[config.mk]
export PLATFORM = sky130hd
export DESIGN_NAME = bb5_sum
export DESIGN_NICKNAME = d
export VERILOG_FILES = /design/src/hw/rtl/bb5_pkg.sv /design/src/hw/rtl/bb5_sum.sv
export SDC_FILE = /design/constraint.sdc
export NUM_CORES = 1
export LEC_CHECK = 0
export BUFFER_PORTS_ARGS = -buffer_cell sky130_fd_sc_hd__buf_2
export CAP_MARGIN = 20
export CELL_PAD_IN_SITES_DETAIL_PLACEMENT = 1
export CELL_PAD_IN_SITES_GLOBAL_PLACEMENT = 1
export CORE_MARGIN = 3
export CORE_UTILIZATION = 24
export CTS_BUF_LIST = sky130_fd_sc_hd__clkbuf_4 sky130_fd_sc_hd__clkbuf_8
export DETAILED_ROUTE_END_ITERATION = 10
export HOLD_SLACK_MARGIN = 0.05
export PLACE_DENSITY_LB_ADDON = 0.1
export SYNTH_ARGS = -nofsm -noshare
export SYNTH_HDL_FRONTEND = slang
export SYNTH_SLANG_ARGS = --single-unit
[constraint.sdc]
create_clock -name i_clk -period 8.85 [get_ports i_clk]
set_input_delay 0.885 -clock i_clk [delete_from_list [all_inputs] [get_ports i_clk]]
set_output_delay 0.885 -clock i_clk [all_outputs]
set_load 0.005 [all_outputs]
[src/hw/rtl/bb5_pkg.sv]
package bb5_pkg;

    localparam int MAX_WIDTH_DEF = 1024;
    localparam int MAX_HEIGHT    = 4096;
    localparam int KERNEL_SIZE   = 5;
    localparam int HALF          = KERNEL_SIZE / 2;
    localparam int LB_ROWS       = KERNEL_SIZE - 1;

    localparam int NUM_CH = 3;
    localparam int CH_W   = 8;
    localparam int PIX_W  = NUM_CH * CH_W;

    // register fields as written on the config port
    localparam int WIDTH_REG_W  = 11;
    localparam int HEIGHT_REG_W = 13;
    localparam int CFG_DATA_W   = 13;
    localparam int CFG_IDX_W    = 1;

    localparam logic [CFG_IDX_W-1:0] CFG_IMAGE_WIDTH  = 1'b0;
    localparam logic [CFG_IDX_W-1:0] CFG_IMAGE_HEIGHT = 1'b1;

    localparam int W_RESET_DEF = 640;
    localparam int H_RESET     = 480;

    // row counter also covers the flush rows below the frame
    localparam int ROW_W    = 13;
    localparam int QROW_W   = $clog2(MAX_HEIGHT);
    localparam int HEIGHT_W = $clog2(MAX_HEIGHT + 1);

    localparam int CS_W  = $clog2(KERNEL_SIZE * 255 + 1);
    localparam int SUM_W = $clog2(KERNEL_SIZE * KERNEL_SIZE * 255 + 1);

    // floor(x / 25) == (x * DIV_MUL) >> DIV_SHIFT for every window sum
    localparam int DIV_SHIFT = 17;
    localparam int DIV_MUL   = (2 ** DIV_SHIFT) / (KERNEL_SIZE * KERNEL_SIZE) + 1;
    localparam int MUL_W     = $clog2(DIV_MUL + 1);
    localparam int PROD_W    = SUM_W + MUL_W;

    typedef struct packed {
        logic [PIX_W-1:0]       pix;
        logic [LB_ROWS-1:0]     vmask;  // bit j: row r-1-j lies at or below the first row of the frame
        logic [KERNEL_SIZE-1:0] hmask;  // bit s: column cc+HALF-s lies inside the row
        logic                   emit;
        logic                   last;
    } t_s0;

    typedef struct packed {
        logic [NUM_CH-1:0][CS_W-1:0] cs;
        logic [KERNEL_SIZE-1:0]      hmask;
        logic                        emit;
        logic                        last;
    } t_s2;

    typedef struct packed {
        logic [NUM_CH-1:0][CH_W-1:0] rgb;
        logic                        last;
    } t_result;

endpackage

[src/hw/rtl/bb5_sum.sv]
module bb5_sum
    import bb5_pkg::*;
(
    input  logic    i_clk,
    input  logic    i_rst_n,
    input  logic    i_en,
    input  logic    i_s2_valid,
    input  t_s2     i_s2,
    output logic    o_res_valid,
    output t_result o_res
);

    logic [NUM_CH-1:0][CS_W-1:0]   r_hist [KERNEL_SIZE-1];
    logic [NUM_CH-1:0][SUM_W-1:0]  n_sum, r_s3_sum;
    logic [NUM_CH-1:0][PROD_W-1:0] prod;
    logic                          r_s3_valid, r_s3_last;

    // slot 0 is the newest column sum, slot s the one s beats older
    always_comb begin : row_sum
        logic [SUM_W-1:0] acc;
        for (int ch = 0; ch < NUM_CH; ch++) begin
            acc = i_s2.hmask[0] ? SUM_W'(i_s2.cs[ch]) : '0;
            for (int s = 1; s < KERNEL_SIZE; s++) begin
                if (i_s2.hmask[s]) begin
                    acc = acc + SUM_W'(r_hist[s-1][ch]);
                end
            end
            n_sum[ch] = acc;
        end
    end

    always_ff @(posedge i_clk) begin
        if (!i_rst_n) begin
            r_s3_valid <= 1'b0;
        end else if (i_en) begin
            r_s3_valid <= i_s2_valid && i_s2.emit;
        end
    end

    always_ff @(posedge i_clk) begin
        if (i_en && i_s2_valid) begin
            r_hist[0] <= i_s2.cs;
            for (int k = 1; k < KERNEL_SIZE - 1; k++) begin
                r_hist[k] <= r_hist[k-1];
            end
            if (i_s2.emit) begin
                r_s3_sum  <= n_sum;
                r_s3_last <= i_s2.last;
            end
        end
    end

    // divide by the window area through a reciprocal multiply
    always_comb begin
        for (int ch = 0; ch < NUM_CH; ch++) begin
            prod[ch]      = PROD_W'(r_s3_sum[ch]) * PROD_W'(DIV_MUL);
            o_res.rgb[ch] = prod[ch][DIV_SHIFT +: CH_W];
        end
        o_res.last = r_s3_last;
    end

    assign o_res_valid = r_s3_valid;

endmodule

==> results.yml <==
detailed_routing:
  drt_iter0_markers: 577
  wl_per_cell_microns: 16.0
  viasPerCell: 4.43
  drt-total-wl_microns: 55300
  post-route-drc-count: 0
  drtPass1Iterations: 4
  ant_nets: 0
  num_vias: 15300
sta:
  worst_slew_pin_slew_ps: 1000
  fin_crit_sh: 0.872
  fin_worst_skew_ps: 14.3
  slew_viol_final: 0
  finalSetupTns_ps: 0
  timing.fmax_mhz: 130
  rsz0062_at_grt: "false"
  finalHoldViolations: 0
  slew_headroom: 0.331
  holdWs_ps: 468
  setup_viol: 0
  worst_slack_ps: 1130
  min_period_ps: 7720
power:
  swShare: 0.467
  power.leakage_uw: 0.0110
  pwr-share-seq: 0.164
  powerDensity_mw_per_mm2: 263
  switchingPower_uw: 2960
  power.share.clock: 0.095
  peakVddDrop_mv: 0.0982
  comb_power_share: 0.741
  finalPower_uw: 6340
  p_int_uw: 3380
setup_path:
  cpLargestDelayFamily: "compound AO/OA/AOI/OAI gates"
  critPathMostFrequentCell: "ha_1"
  rrSetupSlack_ps: 1460
  worstPathRequired_ps: 9090
  path_buf_inv: 5
  cp_slowest_cell: "a41oi_1"
  end_kind: "flip-flop"
  worstPathArrival_ps: 7960
  slowest_delay_ps: 540
  critPathKind: "primary input to flip-flop"
  reg2reg_to: "r_s3_sum[12]"
  reg2reg_depth: 28
  startpoint_type: "primary input"
  path_max_fanout: 34
  rr_startpoint: "r_hist[0][0]"
synthesis:
  syn_inst: 2234
  synth_fp_nets: 2851
  synthArstFlopShare: 0
  netlist.area_leader.share: 0.233
  ys_top_cells_by_area: "edfxtp_1, ha_1, fa_1, inv_1, xnor2_1"
  yosysSeqAreaShare: 0.234
  netlist_area_sq_mm: 0.0221
  yosysWarnings: 0
  syn_area_per_cell_sq_um: 9.91
  synth-main-ff-cell: "edfxtp_1"
  ys_ff_latch: 173
  synth_edf_count: 172
  synth.distinct_cells: 81
  yosys.area.top_type: "edfxtp_1"
finish:
  area_growth_pct: 8.85
  layout.cells.most_common: "inv_1"
  seqCellArea_sq_mm: 0.00518
  fin_area_sq_mm: 0.0241
  drive_above_1_share: 0.0819
  fillers: 10300
  fin_nets: 2887
  multiInputGateArea_sq_mm: 0.0151
  final_cell_mix: "inv_1, ha_1, fa_1, edfxtp_1, nor2_1"
floorplan:
  dieArea_sq_mm: 0.0960
  start_util: 0.244
  coreArea_sq_mm: 0.0907
  die_x_microns: 310
  rows: 110
  die_height_microns: 310
  io_pins: 70
clock_network:
  htreeDepth: 4
  path_clk_slew_ps: 90
  clock-sinks: 173
  cts_buffer_depth: 2
  post_cts_buffers: 0
  clock-root-buffer: "clkbuf_8"
  cts_buffers: 17
  cts_hold_buf: 0
  cts_tree: "yes"
  cts.repair.resized: 0
  clock_latency_ps: 520
grt:
  grt_pass1_wl_microns: 92500
  grt_max_degree: 53
  grt_pass1_vias: 17000
  grt_util_all_layers: 0.121
  overflow: 0
  antenna_found_initial: 1
placement:
  place_ws_ps: 550
  dp_hpwl_microns: 46600
  place_congestion: 0.775
  placed_cell_area_sq_mm: 0.0237
  port_buffers: 69
worst_hold_path:
  hp-start: "r_hist[0][28]"
  whs_path_depth: 0
  hold-path-endpoint: "r_hist[1][28]"
  min_path_type: "flip-flop to flip-flop"
outcome:
  outcome: "finished clean"
run:
  maxCapViolCount: 0
how the worst max path moves through the flow:
| stage | endpoint | slack [ps] | from | cells after the start |
|---|---|---|---|---|
| final | r_s3_sum[25] | 1130 | i_s2[2] | 34 |
| after floorplan | r_s3_sum[12] | 960 | i_s2[2] | 39 |
| after CTS | r_s3_sum[12] | 1110 | i_s2[2] | 30 |
| after global routing | r_s3_sum[25] | 330 | i_s2[2] | 34 |
| after detailed placement | r_s3_sum[12] | 550 | i_s2[2] | 30 |
| after global placement | r_s3_sum[12] | 720 | i_s2[2] | 30 |
kinds of logic after synthesis:
group	after synthesis	synth area share
flops	173	0.234
compound gates	408	0.123
xor+xnor	130	0.0514
fa+ha+maj	577	0.387
simple gates	415	0.0888
buf+inv	469	0.0843
mux	62	0.0314
per-layer routing:
layer  wire length (microns)  track usage  part of all wire
met1                   29900        0.180              0.54
met2                   24100        0.190              0.44
met3                     775      0.00881             0.014
met4                     549       0.0258            0.0099
met5                       0            0                 0
sequential cells by signal, summed over array words and instances, names as in the netlist:
| register | cells |
|---|---|
| o_res_valid | 1 |
| r_hist | 132 |
| r_s3_last | 1 |
| r_s3_sum | 39 |
cell type report:
| type | instances | share of cell area |
|---|---|---|
| Multi-Input combinational cell | 1592 | 0.626 |
| Sequential cell | 173 | 0.215 |
| Inverter | 406 | 0.0632 |
| Tap cell | 1176 | 0.0610 |
| Timing Repair Buffer | 80 | 0.0177 |
| Clock buffer | 19 | 0.0103 |
| Clock inverter | 13 | 0.00618 |
| Antenna cell | 1 | 0.000104 |
Yosys cell counts (33+ instances only):
cell type	count
ha_1	393
inv_1	403
nand2_1	104
xnor2_1	95
nor2_1	120
mux2_2	43
nor3_1	33
o21a_1	44
edfxtp_1	172
nand3_1	43
fa_1	180
o21ai_0	74
xor2_1	35
a21oi_1	105
power groups by stage:
stage,Sequential (uW),Combinational (uW),Clock [uW]
CTS,1040,4850,643
detailed placement,1060,4780,0
floorplan,1030,3730,0
finish,1040,4700,603
global route,1050,5550,665
global placement,1060,4710,0
stage by stage:
stage / cells / utilization
after floorplan: 2234 / -
after global placement: 3427 / 0.261
after detailed placement: 3427 / 0.261
after CTS: 3459 / 0.266
after global routing: 3460 / 0.266
final: 3460 / 0.266
No activity file was read; power rests on OpenSTA's default activity.
