==> config.mk <==
export PLATFORM = sky130hd
export DESIGN_NAME = bb5_ctrl
export DESIGN_NICKNAME = d
export VERILOG_FILES = /design/src/hw/rtl/bb5_pkg.sv /design/src/hw/rtl/bb5_ctrl.sv
export SDC_FILE = /design/constraint.sdc
export NUM_CORES = 1
export LEC_CHECK = 0
export BUFFER_PORTS_ARGS = -buffer_cell sky130_fd_sc_hd__clkbuf_2
export CAP_MARGIN = 15
export CORE_ASPECT_RATIO = 1.1
export CORE_MARGIN = 2
export CORE_UTILIZATION = 29
export CTS_BUF_LIST = sky130_fd_sc_hd__clkbuf_8
export CTS_CLUSTER_DIAMETER = 100
export DETAILED_ROUTE_END_ITERATION = 12
export SETUP_SLACK_MARGIN = 0.02
export SLEW_MARGIN = 20
export SYNTH_ARGS = -nofsm -noshare
export SYNTH_HDL_FRONTEND = slang
export SYNTH_SLANG_ARGS = --single-unit
==> constraint.sdc <==
create_clock -name i_clk -period 3.42 [get_ports i_clk]
set_input_delay 0.684 -clock i_clk [delete_from_list [all_inputs] [get_ports i_clk]]
set_output_delay 0.684 -clock i_clk [all_outputs]
set_load 0.005 [all_outputs]
==> src/hw/rtl/bb5_pkg.sv <==
package bb5_pkg;

    localparam int MAX_WIDTH_DEF = 1024;
    localparam int MAX_HEIGHT    = 4096;
    localparam int KERNEL_SIZE   = 5;
    localparam int HALF          = KERNEL_SIZE / 2;
    localparam int LB_ROWS       = KERNEL_SIZE - 1;

    localparam int NUM_CH = 3;
    localparam int CH_W   = 8;
    localparam int PIX_W  = NUM_CH * CH_W;

    // register fields as written on the config port
    localparam int WIDTH_REG_W  = 11;
    localparam int HEIGHT_REG_W = 13;
    localparam int CFG_DATA_W   = 13;
    localparam int CFG_IDX_W    = 1;

    localparam logic [CFG_IDX_W-1:0] CFG_IMAGE_WIDTH  = 1'b0;
    localparam logic [CFG_IDX_W-1:0] CFG_IMAGE_HEIGHT = 1'b1;

    localparam int W_RESET_DEF = 640;
    localparam int H_RESET     = 480;

    // row counter also covers the flush rows below the frame
    localparam int ROW_W    = 13;
    localparam int QROW_W   = $clog2(MAX_HEIGHT);
    localparam int HEIGHT_W = $clog2(MAX_HEIGHT + 1);

    localparam int CS_W  = $clog2(KERNEL_SIZE * 255 + 1);
    localparam int SUM_W = $clog2(KERNEL_SIZE * KERNEL_SIZE * 255 + 1);

    // floor(x / 25) == (x * DIV_MUL) >> DIV_SHIFT for every window sum
    localparam int DIV_SHIFT = 17;
    localparam int DIV_MUL   = (2 ** DIV_SHIFT) / (KERNEL_SIZE * KERNEL_SIZE) + 1;
    localparam int MUL_W     = $clog2(DIV_MUL + 1);
    localparam int PROD_W    = SUM_W + MUL_W;

    typedef struct packed {
        logic [PIX_W-1:0]       pix;
        logic [LB_ROWS-1:0]     vmask;  // bit j: row r-1-j lies at or below the first row of the frame
        logic [KERNEL_SIZE-1:0] hmask;  // bit s: column cc+HALF-s lies inside the row
        logic                   emit;
        logic                   last;
    } t_s0;

    typedef struct packed {
        logic [NUM_CH-1:0][CS_W-1:0] cs;
        logic [KERNEL_SIZE-1:0]      hmask;
        logic                        emit;
        logic                        last;
    } t_s2;

    typedef struct packed {
        logic [NUM_CH-1:0][CH_W-1:0] rgb;
        logic                        last;
    } t_result;

endpackage

==> src/hw/rtl/bb5_ctrl.sv <==
module bb5_ctrl
    import bb5_pkg::*;
#(
    parameter int MAX_WIDTH = MAX_WIDTH_DEF
) (
    input  logic                         i_clk,
    input  logic                         i_rst_n,
    input  logic                         i_cfg_wr_en,
    input  logic [CFG_IDX_W-1:0]         i_cfg_idx,
    input  logic [CFG_DATA_W-1:0]        i_cfg_data,
    input  logic                         i_en,
    input  logic                         i_in_valid,
    input  logic [PIX_W-1:0]             i_in_pix,
    input  logic                         i_in_flush,
    output logic                         o_s0_valid,
    output logic [$clog2(MAX_WIDTH)-1:0] o_s0_col,
    output t_s0                          o_s0
);

    localparam int COL_W   = $clog2(MAX_WIDTH);
    localparam int W_W     = $clog2(MAX_WIDTH + 1);
    localparam int LAG_W   = $clog2(2 * MAX_WIDTH + 3);
    localparam int W_RESET = (W_RESET_DEF > MAX_WIDTH) ? MAX_WIDTH : W_RESET_DEF;

    logic [W_W-1:0]      r_w, cfg_w;
    logic [HEIGHT_W-1:0] r_h, cfg_h;
    logic [COL_W-1:0]    r_col, n_col, r_qc, n_qc;
    logic [ROW_W-1:0]    r_row, n_row;
    logic [QROW_W-1:0]   r_qr, n_qr;
    logic [LAG_W-1:0]    r_lag, n_lag, delay;
    logic                take, col_wrap, qc_wrap, emit, last;
    logic                r_s0_valid;
    logic [COL_W-1:0]    r_s0_col;
    t_s0                 r_s0, n_s0;

    always_comb begin : cfg_clamp
        logic [WIDTH_REG_W-1:0]  wv;
        logic [HEIGHT_REG_W-1:0] hv;
        wv = i_cfg_data[WIDTH_REG_W-1:0];
        hv = i_cfg_data[HEIGHT_REG_W-1:0];
        if (wv == '0) begin
            cfg_w = W_W'(1);
        end else if (int'(wv) > MAX_WIDTH) begin
            cfg_w = W_W'(MAX_WIDTH);
        end else begin
            cfg_w = W_W'(wv);
        end
        if (hv == '0) begin
            cfg_h = HEIGHT_W'(1);
        end else if (int'(hv) > MAX_HEIGHT) begin
            cfg_h = HEIGHT_W'(MAX_HEIGHT);
        end else begin
            cfg_h = HEIGHT_W'(hv);
        end
    end

    always_comb begin : pos_logic
        int dx;
        delay    = LAG_W'({r_w, 1'b0}) + LAG_W'(2);
        // a flush with no frame in progress is taken off the bus and dropped
        take     = i_in_valid && i_en && !((r_lag == '0) && i_in_flush);
        col_wrap = (W_W'(r_col) + W_W'(1)) == r_w;
        qc_wrap  = (W_W'(r_qc) + W_W'(1)) == r_w;
        emit     = (r_lag == delay);
        last     = emit && qc_wrap && ((HEIGHT_W'(r_qr) + HEIGHT_W'(1)) == r_h);

        n_col = col_wrap ? '0 : r_col + COL_W'(1);
        n_row = col_wrap ? r_row + ROW_W'(1) : r_row;
        n_lag = emit ? r_lag : r_lag + LAG_W'(1);
        n_qc  = r_qc;
        n_qr  = r_qr;
        if (emit) begin
            n_qc = qc_wrap ? '0 : r_qc + COL_W'(1);
            n_qr = qc_wrap ? r_qr + QROW_W'(1) : r_qr;
        end
        if (last) begin
            n_col = '0;
            n_row = '0;
            n_lag = '0;
            n_qc  = '0;
            n_qr  = '0;
        end

        n_s0.pix  = ((r_row < ROW_W'(r_h)) && !i_in_flush) ? i_in_pix : '0;
        n_s0.emit = emit;
        n_s0.last = last;
        for (int j = 0; j < LB_ROWS; j++) begin
            n_s0.vmask[j] = r_row >= ROW_W'(j + 1);
        end
        for (int s = 0; s < KERNEL_SIZE; s++) begin
            dx = HALF - s;
            if (dx >= 0) begin
                n_s0.hmask[s] = (W_W+1)'(r_qc) + (W_W+1)'(dx + 1) <= (W_W+1)'(r_w);
            end else begin
                n_s0.hmask[s] = r_qc >= COL_W'(-dx);
            end
        end
    end

    always_ff @(posedge i_clk) begin
        if (!i_rst_n) begin
            r_w        <= W_W'(W_RESET);
            r_h        <= HEIGHT_W'(H_RESET);
            r_col      <= '0;
            r_row      <= '0;
            r_lag      <= '0;
            r_qc       <= '0;
            r_qr       <= '0;
            r_s0_valid <= 1'b0;
        end else begin
            if (i_cfg_wr_en) begin
                unique case (i_cfg_idx)
                    CFG_IMAGE_WIDTH:  r_w <= cfg_w;
                    CFG_IMAGE_HEIGHT: r_h <= cfg_h;
                endcase
                // any register write restarts the frame
                r_col <= '0;
                r_row <= '0;
                r_lag <= '0;
                r_qc  <= '0;
                r_qr  <= '0;
            end else if (take) begin
                r_col <= n_col;
                r_row <= n_row;
                r_lag <= n_lag;
                r_qc  <= n_qc;
                r_qr  <= n_qr;
            end
            if (i_en) begin
                r_s0_valid <= take;
            end
        end
    end

    always_ff @(posedge i_clk) begin
        if (take) begin
            r_s0     <= n_s0;
            r_s0_col <= r_col;
        end
    end

    assign o_s0_valid = r_s0_valid;
    assign o_s0_col   = r_s0_col;
    assign o_s0       = r_s0;

    a_col_inside: assert property (@(posedge i_clk) disable iff (!i_rst_n)
        W_W'(r_col) < r_w)
        else $error("input column beyond image width");

    a_lag_bound: assert property (@(posedge i_clk) disable iff (!i_rst_n)
        r_lag <= delay)
        else $error("startup lag counter ran past the window delay");

    a_center_row: assert property (@(posedge i_clk) disable iff (!i_rst_n)
        HEIGHT_W'(r_qr) < r_h)
        else $error("output center row beyond image height");

endmodule

==> out/metrics.csv, run 1 <==
stage,metric,value,unit
drt,final wirelength,22.0,mm
placed_design,Placer Congestion,0.888,
run,# Max-Cap Violations,0,
floorplan,I/O pin total,90,
global_route,first-pass GRT wire length,35.7,mm
final_layout,Antenna Cells,0,
final_layout,Final Util,0.343,
synthesis,synth top area cells,"dfxtp_1 20%, edfxtp_1 16%, ha_1 9.0%",
pwr,Final Power,3.20,mW
timing,final setup skew,16.6,ps
timing,final hold violation count,0,
clocking,H-tree Lvls,4,
drt,Vias/cell,5.11,
critical_path,CP bufs+invs,1,
floorplan,Initial Utilization,0.295,
synthesis,Mapped Cells,909,
critical_path,critical path's largest stage delay,580,ps
timing,normalized max-slew margin,0.516,
synthesis,post-synth top area cell,dfxtp_1,
pwr,VDD IR max,0.172,mV
final_layout,Nets,1103,
timing,Worst-Margin Slew,722,ps
global_route,Overflow after GRT,0,
drt,wire per inst,16.0,µm
critical_path,WS Path Type,flop to flop,
timing,min cycle time layout,3160,ps
critical_path,CP top delay family,simple AND/OR/NAND/NOR gates,
floorplan,Die ar.,29700,µm²
critical_path,Critical Path Sink Type,flop,
critical_path,required time of the critical path,3770,ps
timing,Setup TNS,0,ps
global_route,initial antenna violation count,0,
critical_path,WP data arrival,3510,ps
timing,fin. max-slew vios,0,
synthesis,sequential share of the synthesized area,0.365,
timing,Final period util,0.925,
clocking,postcts setup bufs,0,
timing,achievable frequency,316,MHz
clocking,TritonCTS Buffers,17,
critical_path,worst-path maximum fanout,9,
synthesis,share of the synthesized area in the top cell type,0.200,
critical_path,r2r setup slk,260,ps
clocking,Max Root-Sink Buffers,2,
synthesis,syn nets,1012,
synthesis,Yosys warnings,0,
drt,DRT antenna net count,0,
synthesis,#FFs+latches synth,127,
synthesis,mean post-synth cell area,9.03,µm²
synthesis,Synth Flop Type,dfxtp_1,
clocking,TritonCTS clock tree,built,
synthesis,"Cell Area, Synth",8210,µm²
pwr,leakage,3.71,nW
clocking,clock sink count,127,
clocking,worst-skew pair later-pin latency,460,ps
final_layout,Layout area overhead,16.6,%
final_layout,fraction of layout cells with a size suffix above 1,0.186,
global_route,Overall Global Routing Usage,0.152,
timing,Hold WS,469,ps
drt,DR pass1 iterations,5,
timing,RSZ-0062 raised after global routing,yes,
synthesis,number of synthesized flops with an enable pin,45,
global_route,largest net degree at the start of global routing,51,
critical_path,crit path launch type,flop,
clocking,Post-CTS Hold Buffers,0,
critical_path,crit-path cells,ha_2 > and4_4 > nand4_2 > xnor2_1 > or4b_4 > nor4_4 > nand2b_2 > a21oi_2 > buf_4 > a221o_1,
clocking,CTS clock-pin slew for the worst setup and hold paths,90,ps
floorplan,cell row count,64,
global_route,vias in the first global route,6769,
floorplan,Die Width,164,µm
floorplan,Die Height,180,µm
synthesis,post-synthesis cell type count,76,
timing,PnR worst setup slack,257,ps
hold_path,Min-Delay Path Class,flop to flop,
outcome,status,completed,
timing,final setup vio count,0,
placed_design,Post-DP HPWL,16.8,mm
drt,# DRC,0,
critical_path,CP max stage cell,or4b_4,
drt,First DRT Iteration DRCs,546,
placed_design,I/O Buffers,89,
floorplan,Core Area,27900,µm²
clocking,Clock Tree Root,clkbuf_8,
pwr,Cell Pwr Density,334,nW/µm²
synthesis,Async SR Flop Fraction,0,
final_layout,# fillers,2889,
drt,DR vias,7035,
placed_design,setup slack after placement,197,ps
-- what timing repair did --
| action | 4_1_cts | 5_1_grt |
|---|---|---|
| gates resized for setup | 0 | 7 |
| setup endpoints to repair | 0 | 30 |
| endpoints found under the hold margin | 0 | 0 |
-- stage by stage --
stage                     instances  cell area (µm²)
after floorplan                 909             8210
after global placement         1344             9150
after detailed placement       1344             9150
after CTS                      1376             9550
after global routing           1376             9570
final                          1376             9570
-- placed cells by master (no fill, tap or decap), drive strengths merged, types with 5 or more instances in the layout --
master	count
nor2	51
o41ai	7
clkbuf	106
nor3b	14
a211o	8
buf	33
a21boi	5
mux2i	9
nor2b	26
nor3	15
nand3	55
o31ai	8
xnor2	46
o21a	15
or2	6
a22oi	8
and2	31
nand2	69
o211ai	5
nor4	18
inv	52
o31a	6
or4	12
nand2b	9
and3	27
ha	59
a21oi	36
nand4b	8
a31oi	18
nand4	23
o21ai	20
xor2	25
edfxtp	45
dfxtp	82
-- worst min-delay path, delay by kind of cell, from the launching register on --
family | cells | cell delay [ps]
flip-flops | 1 | 320
AO/OA/AOI/OAI | 1 | 60
AND/OR/NAND/NOR | 1 | 50
-- registers in the layout (all words and copies together) (netlist names) --
signal      flops
o_s0           35
r_col          10
r_qr           12
r_lag          12
o_s0_col       10
o_s0_valid      1
r_row          13
r_h            13
r_w            11
r_qc           10
-- final timing paths --
check,cells past startpoint,startpoint,endpoint
min reg2reg,2,r_h[12]$_SDFFE_PN0P_,r_h[12]$_SDFFE_PN0P_
max,10,r_qr[0]$_SDFFE_PP0P_,r_lag[9]$_SDFFE_PP0P_
min,2,r_h[12]$_SDFFE_PN0P_,r_h[12]$_SDFFE_PN0P_
max reg2reg,10,r_qr[0]$_SDFFE_PP0P_,r_lag[9]$_SDFFE_PP0P_
-- routing by layer --
layer  vias up  wire [µm]  track usage
met2       213       9700        0.231
li1       3513          -            -
met4         0        480       0.0560
met1      3280      10500        0.212
met3        29       1330       0.0313
met5         -          0            0
-- area by class of cell --
cell class / instances / area, µm² / area share
Tap cell: 363 / 454 / 0.0475
Sequential cell: 127 / 3000 / 0.313
Clock inverter: 15 / 164 / 0.0171
Multi-Input combinational cell: 689 / 4860 / 0.507
Inverter: 43 / 161 / 0.0169
Timing Repair Buffer: 122 / 706 / 0.0737
Clock buffer: 17 / 234 / 0.0244
-- synth_stat cells (8+ instances only) --
| cell type | n |
|---|---|
| dfxtp_1 | 82 |
| nand2_1 | 69 |
| ha_1 | 59 |
| nand3_1 | 54 |
| nor2_1 | 51 |
| xnor2_1 | 46 |
| edfxtp_1 | 45 |
| inv_1 | 42 |
| a21oi_1 | 35 |
| and2_1 | 31 |
| clkbuf_1 | 30 |
| and3_1 | 27 |
| nor2b_1 | 26 |
| xor2_1 | 25 |
| nand4_1 | 22 |
| o21ai_0 | 19 |
| a31oi_1 | 17 |
| o21a_1 | 15 |
| nor3_1 | 14 |
| nor3b_1 | 14 |
| nor4_1 | 14 |
| buf_2 | 13 |
| or4_1 | 12 |
| mux2i_1 | 9 |
| a211o_1 | 8 |
| a22oi_1 | 8 |
| nand2b_1 | 8 |
| nand4b_1 | 8 |
-- power by group --
part / total [mW] / switching, mW / leakage [nW] / internal, mW
combinational: 0.269 / 0.157 / 2.44 / 0.112
sequential: 1.61 / 0.0251 / 1.08 / 1.59
clock: 1.32 / 0.766 / 0.196 / 0.551
total: 3.20 / 0.947 / 3.71 / 2.25
-- cells by family (layout without fill, tap and decap cells) --
kind of cell    count (synthesis)  after routing  synth area share
simple gates                  380            380             0.264
fa+ha+maj                      60             60            0.0912
buf+inv                        93            197            0.0477
compound gates                168            168             0.145
flops                         127            127             0.365
mux                            10             10            0.0123
xor+xnor                       71             71            0.0758
No activity file was read; power rests on OpenSTA's default activity.
==> inputs of run 2 (changes only) <==
--- a/config.mk
+++ b/config.mk
@@ -8,5 +8,4 @@
 export BUFFER_PORTS_ARGS = -buffer_cell sky130_fd_sc_hd__clkbuf_2
 export CAP_MARGIN = 15
-export CORE_ASPECT_RATIO = 1.1
 export CORE_MARGIN = 2
 export CORE_UTILIZATION = 29
==> constraint.sdc (replaced) <==
create_clock -name i_clk -period 3.42 [get_ports i_clk]
set_input_delay 0.342 -clock i_clk [delete_from_list [all_inputs] [get_ports i_clk]]
set_output_delay 0.342 -clock i_clk [all_outputs]
set_load 0.005 [all_outputs]
==> run 2 against run 1 <==
Non-clock buffer count increased by 3. Global-route usage up 0.22 points. Clock power up 4%. Clock-buffer cell count did not move. Core utilization increased by 0.096 points. Combinational power about the same. First-iteration DRC count is 7.3% lower. Maximum frequency fell by 3.5%. Clock skew is 5.0 ps higher. Final cell count grew 1.3%. Critical endpoint unchanged. Largest cell class unchanged.
==> out/metrics.csv, run 2 (synthesis results as in run 1) <==
stage,metric,value,unit
outcome,status,completed,
timing,fin. max-slew vios,0,
placed_design,Post-DP HPWL,16.8,mm
critical_path,WS Path Type,flop to flop,
final_layout,Antenna Cells,0,
floorplan,cell row count,61,
drt,final wirelength,22.4,mm
final_layout,fraction of layout cells with a size suffix above 1,0.182,
pwr,Int Pwr,2.31,mW
placed_design,placed insts,1362,
floorplan,Die Height,172,µm
global_route,largest net degree at the start of global routing,34,
drt,Vias/cell,5.11,
final_layout,# fillers,2887,
global_route,GRT busiest layer,met2,
final_layout,Layout area overhead,16.9,%
global_route,first-pass GRT wire length,35.6,mm
drt,# DRC,0,
drt,DR vias,7118,
pwr,leakage,3.73,nW
floorplan,Initial Utilization,0.295,
clocking,CTS clock-pin slew for the worst setup and hold paths,90,ps
pwr,VDD IR max,0.250,mV
placed_design,I/O Buffers,89,
critical_path,crit path launch type,flop,
hold_path,Min-Delay Path Class,input port to flop,
clocking,TritonCTS Buffers,17,
placed_design,setup slack after placement,93.1,ps
placed_design,Placer Congestion,0.874,
pwr,Final Power,3.25,mW
pwr,Reg power frac,0.496,
pwr,Cell Pwr Density,339,nW/µm²
global_route,met2 Track Usage GR,0.240,
timing,PnR worst setup slack,142,ps
timing,achievable frequency,305,MHz
global_route,met3 GRT Util,0.0332,
clocking,Max Root-Sink Buffers,2,
pwr,sw frac,0.289,
pwr,Clock power frac,0.421,
drt,First DRT Iteration DRCs,506,
drt,wire per inst,16.1,µm
timing,final setup skew,21.5,ps
clocking,TritonCTS clock tree,built,
timing,Worst-Margin Slew,646,ps
clocking,worst-skew pair later-pin latency,460,ps
timing,final hold violation count,0,
drt,DRT antenna net count,0,
pwr,logic gate share of total power,0.083,
global_route,initial antenna violation count,0,
final_layout,Nets,1106,
run,# Max-Cap Violations,0,
critical_path,required time of the critical path,3760,ps
floorplan,Die ar.,29700,µm²
pwr,Net Sw Power,941,µW
timing,Final period util,0.958,
clocking,H-tree Lvls,4,
timing,final setup vio count,0,
drt,DR pass1 iterations,5,
timing,normalized max-slew margin,0.570,
timing,Setup TNS,0,ps
final_layout,"leading cell type in the layout, fill and taps excluded",clkbuf_2,
final_layout,Non-Filler Instances,1394,
final_layout,"commonest non-fill, non-tap cells in the layout","89 x clkbuf_2, 82 x dfxtp_1, 69 x nand2_1",
global_route,Overall Global Routing Usage,0.154,
clocking,clock sink count,127,
clocking,Clock Tree Root,clkbuf_8,
global_route,vias in the first global route,6688,
critical_path,WP data arrival,3620,ps
floorplan,I/O pin total,90,
floorplan,Die Width,172,µm
global_route,Overflow after GRT,0,
timing,RSZ-0062 raised after global routing,no,
final_layout,Largest register FFs,35,
floorplan,Core Area,27900,µm²
critical_path,Critical Path Sink Type,flop,
timing,min cycle time layout,3280,ps
global_route,met1 Use GR,0.214,
critical_path,worst-path maximum fanout,11,
-- run 2: cell type report --
type,count,area (µm²),area share
multi-input combinational,689,4850,0.505
timing repair buffer,125,716,0.0746
clock inverter,15,169,0.0176
sequential,127,2990,0.312
inverter,43,161,0.0168
clock buffer,17,234,0.0244
tap,378,473,0.0493
-- run 2: routing by layer --
| metal | vias to the layer above | routed length [µm] |
|---|---|---|
| met2 | 233 | 9500 |
| li1 | 3526 | - |
| met3 | 22 | 1620 |
| met1 | 3337 | 10900 |
| met5 | - | 0 |
| met4 | 0 | 320 |
-- run 2: repair_timing --
item / in CTS / in global routing
hold buffers: 0 / 0
gates resized for setup: 0 / 3
endpoints found under the setup margin: 0 / 37
setup buffers: 0 / 0
-- run 2: final timing paths --
path | cells past startpoint | endpoint | slack, ps | from
max | 10 | r_lag[9]$_SDFFE_PP0P_ | 140 | r_qr[1]$_SDFFE_PP0P_
min | 2 | o_s0[29]$_SDFFCE_PN0P_ | 150 | i_in_pix[18]
max reg2reg | 10 | r_lag[9]$_SDFFE_PP0P_ | 140 | r_qr[1]$_SDFFE_PP0P_
min reg2reg | 2 | r_h[12]$_SDFFE_PN0P_ | 480 | r_h[12]$_SDFFE_PN0P_
-- run 2: power groups by stage --
stage / Clock [mW] / Sequential [mW] / Combinational (mW)
after floorplan: 0 / 1.64 / 0.162
after global placement: 0 / 1.65 / 0.267
after detailed placement: 0 / 1.65 / 0.268
after CTS: 1.40 / 1.61 / 0.269
after global routing: 1.47 / 1.62 / 0.302
final: 1.37 / 1.61 / 0.271
-- run 2: worst max-delay path, stage by stage (launching register included) --
cell and delay, ps:
dfxtp_1 490, ha_1 390, and4_4 300, nand4_2 140, xnor2_1 180, or4b_4 590, nor4_4 280, nand2b_2 180
a21oi_2 60, buf_4 200, a221o_1 340
-- run 2: per-stage QoR --
| stage | hold WS, ps | util | area [µm²] |
|---|---|---|---|
| finish | 154 | 0.344 | 9590 |
| global route | 131 | 0.344 | 9590 |
| CTS | 133 | 0.344 | 9580 |
| detailed placement | 470 | 0.329 | 9170 |
| global placement | 455 | 0.329 | 9170 |
| floorplan | 403 | - | 8210 |
==> inputs of run 3 (changes only) <==
Settings changed: CORE_ASPECT_RATIO set to 1.2, RECOVER_POWER set to 50.
==> run 3 against run 2 <==
Sequential power about the same. Register-to-register slack better by 97 ps. Final cell count up 0.50%. Non-clock buffer count up 6.
==> out/metrics.csv, run 3 (synthesis results as in run 1) <==
stage,metric,value,unit
global_route,Overall Global Routing Usage,0.154,
outcome,status,completed,
critical_path,WS Path Type,flop to flop,
critical_path,WP data arrival,3520,ps
drt,DR pass1 iterations,7,
pwr,VDD IR max,0.158,mV
drt,wl on met1,10.3,mm
pwr,leakage,3.64,nW
final_layout,area of the multi-input gates,4860,µm²
floorplan,I/O pin total,90,
final_layout,Largest register FFs,35,
global_route,vias in the first global route,6919,
placed_design,Placer Congestion,0.927,
clocking,H-tree Lvls,4,
drt,DRT antenna net count,0,
floorplan,Die Width,158,µm
placed_design,placed insts,1369,
timing,min cycle time layout,3180,ps
placed_design,setup slack after placement,56.0,ps
placed_design,Post-DP HPWL,17.2,mm
floorplan,Initial Utilization,0.294,
timing,final setup skew,19.5,ps
timing,Final period util,0.930,
floorplan,Die Height,188,µm
floorplan,Die ar.,29700,µm²
global_route,largest net degree at the start of global routing,35,
critical_path,required time of the critical path,3760,ps
final_layout,"commonest non-fill, non-tap cells in the layout","82 x dfxtp_1, 69 x nand2_1, 59 x ha_1",
drt,final wirelength,22.4,mm
drt,DR vias,7082,
drt,First DRT Iteration DRCs,341,
final_layout,Nets,1112,
drt,Met3 Routed Length,1.00,mm
clocking,CTS clock-pin slew for the worst setup and hold paths,90,ps
global_route,Overflow after GRT,0,
floorplan,cell row count,67,
critical_path,CP max stage cell,a221o_1,
clocking,Max Root-Sink Buffers,2,
drt,# DRC,0,
critical_path,critical path's largest stage delay,340,ps
pwr,Cell Pwr Density,329,nW/µm²
drt,met2 WL,10.4,mm
final_layout,Non-Filler Instances,1401,
drt,Vias/cell,5.05,
critical_path,CP bufs+invs,1,
critical_path,worst-path maximum fanout,6,
critical_path,Critical Path Sink Type,flop,
clocking,TritonCTS Buffers,17,
critical_path,crit path launch type,flop,
global_route,initial antenna violation count,0,
clocking,Clock Tree Root,clkbuf_8,
clocking,worst-skew pair later-pin latency,470,ps
final_layout,register area,2990,µm²
critical_path,crit-path cells,and3_1 > and3_1 > nand4_1 > xnor2_1 > ha_1 > nand3_1 > nor4_4 > nand3_1 > nor4_4 > nand2b_2 > a21oi_2 > buf_4 > a221o_1,
clocking,TritonCTS clock tree,built,
placed_design,I/O Buffers,89,
timing,final hold violation count,0,
final_layout,# fillers,2920,
critical_path,CP top delay family,simple AND/OR/NAND/NOR gates,
clocking,Post-CTS Hold Buffers,0,
final_layout,Layout area overhead,16.5,%
timing,RSZ-0062 raised after global routing,no,
final_layout,Finished Cell Area,9560,µm²
timing,normalized max-slew margin,0.309,
timing,fin. max-slew vios,0,
hold_path,Min-Delay Path Class,input port to flop,
pwr,Final Power,3.15,mW
final_layout,fraction of layout cells with a size suffix above 1,0.150,
timing,Setup TNS,0,ps
clocking,clock sink count,127,
run,# Max-Cap Violations,0,
floorplan,Core Area,27900,µm²
final_layout,"leading cell type in the layout, fill and taps excluded",dfxtp_1,
timing,Worst-Margin Slew,1040,ps
drt,wire per inst,16.0,µm
global_route,first-pass GRT wire length,36.1,mm
timing,achievable frequency,314,MHz
timing,final setup vio count,0,
timing,PnR worst setup slack,239,ps
final_layout,Antenna Cells,0,
placed_design,Placed Area,9230,µm²
drt,Top Metal Used,met4,
==> run 3: cell count changes in the layout (fill, tap and decap cells not counted), moves of 2 or more <==
cell      change
buf_1         +2
buf_4         +3
clkbuf_1     +35
clkbuf_2     -34
clkinv_8      -2
inv_1         +2
inv_8         -3
==> run 3: through the flow <==
step	hold WS, ps	utilization
3_5_place_dp	463	0.330
5_1_grt	129	0.343
6_report	146	0.343
2_1_floorplan	403	-
4_1_cts	114	0.344
3_3_place_gp	458	0.330
==> run 3: final cells by class <==
cell class                      instances  share of cell area
Clock inverter                         15              0.0141
Sequential cell                       127               0.313
Clock buffer                           17              0.0245
Timing Repair Buffer                  131              0.0739
Inverter                               43              0.0169
Multi-Input combinational cell        689               0.508
Tap cell                              379              0.0496
==> run 3: worst min-delay path, stage by stage <==
cell and delay, ps:
clkbuf_2 90, nand3_1 70, a21boi_0 60
==> run 3: where the power goes <==
part           internal, mW  switching (mW)
clock                 0.583           0.685
sequential             1.59          0.0219
combinational         0.109           0.162
==> run 3: final timing paths <==
check                        from                    end  slack [ps]  cells past startpoint
min                     i_cfg_idx   r_h[12]$_SDFFE_PN0P_         150                      3
max reg2reg  r_qc[6]$_SDFFE_PP0P_  r_lag[9]$_SDFFE_PP0P_         240                     13
min reg2reg  r_h[12]$_SDFFE_PN0P_   r_h[12]$_SDFFE_PN0P_         480                      2
max          r_qc[6]$_SDFFE_PP0P_  r_lag[9]$_SDFFE_PP0P_         240                     13
==> run 3: timing repair <==
action | 4_1_cts | 5_1_grt
buffers inserted | 0 | 0
hold endpoints to repair | 0 | 0
resized for setup | 0 | 4
setup endpoints to repair | 0 | 26
==> run 3: layer usage <==
metal  vias up  global-route usage
li1       3517                   -
met1      3335               0.197
met2       190               0.250
met3        40              0.0262
met4         0              0.0745
met5         -                   0
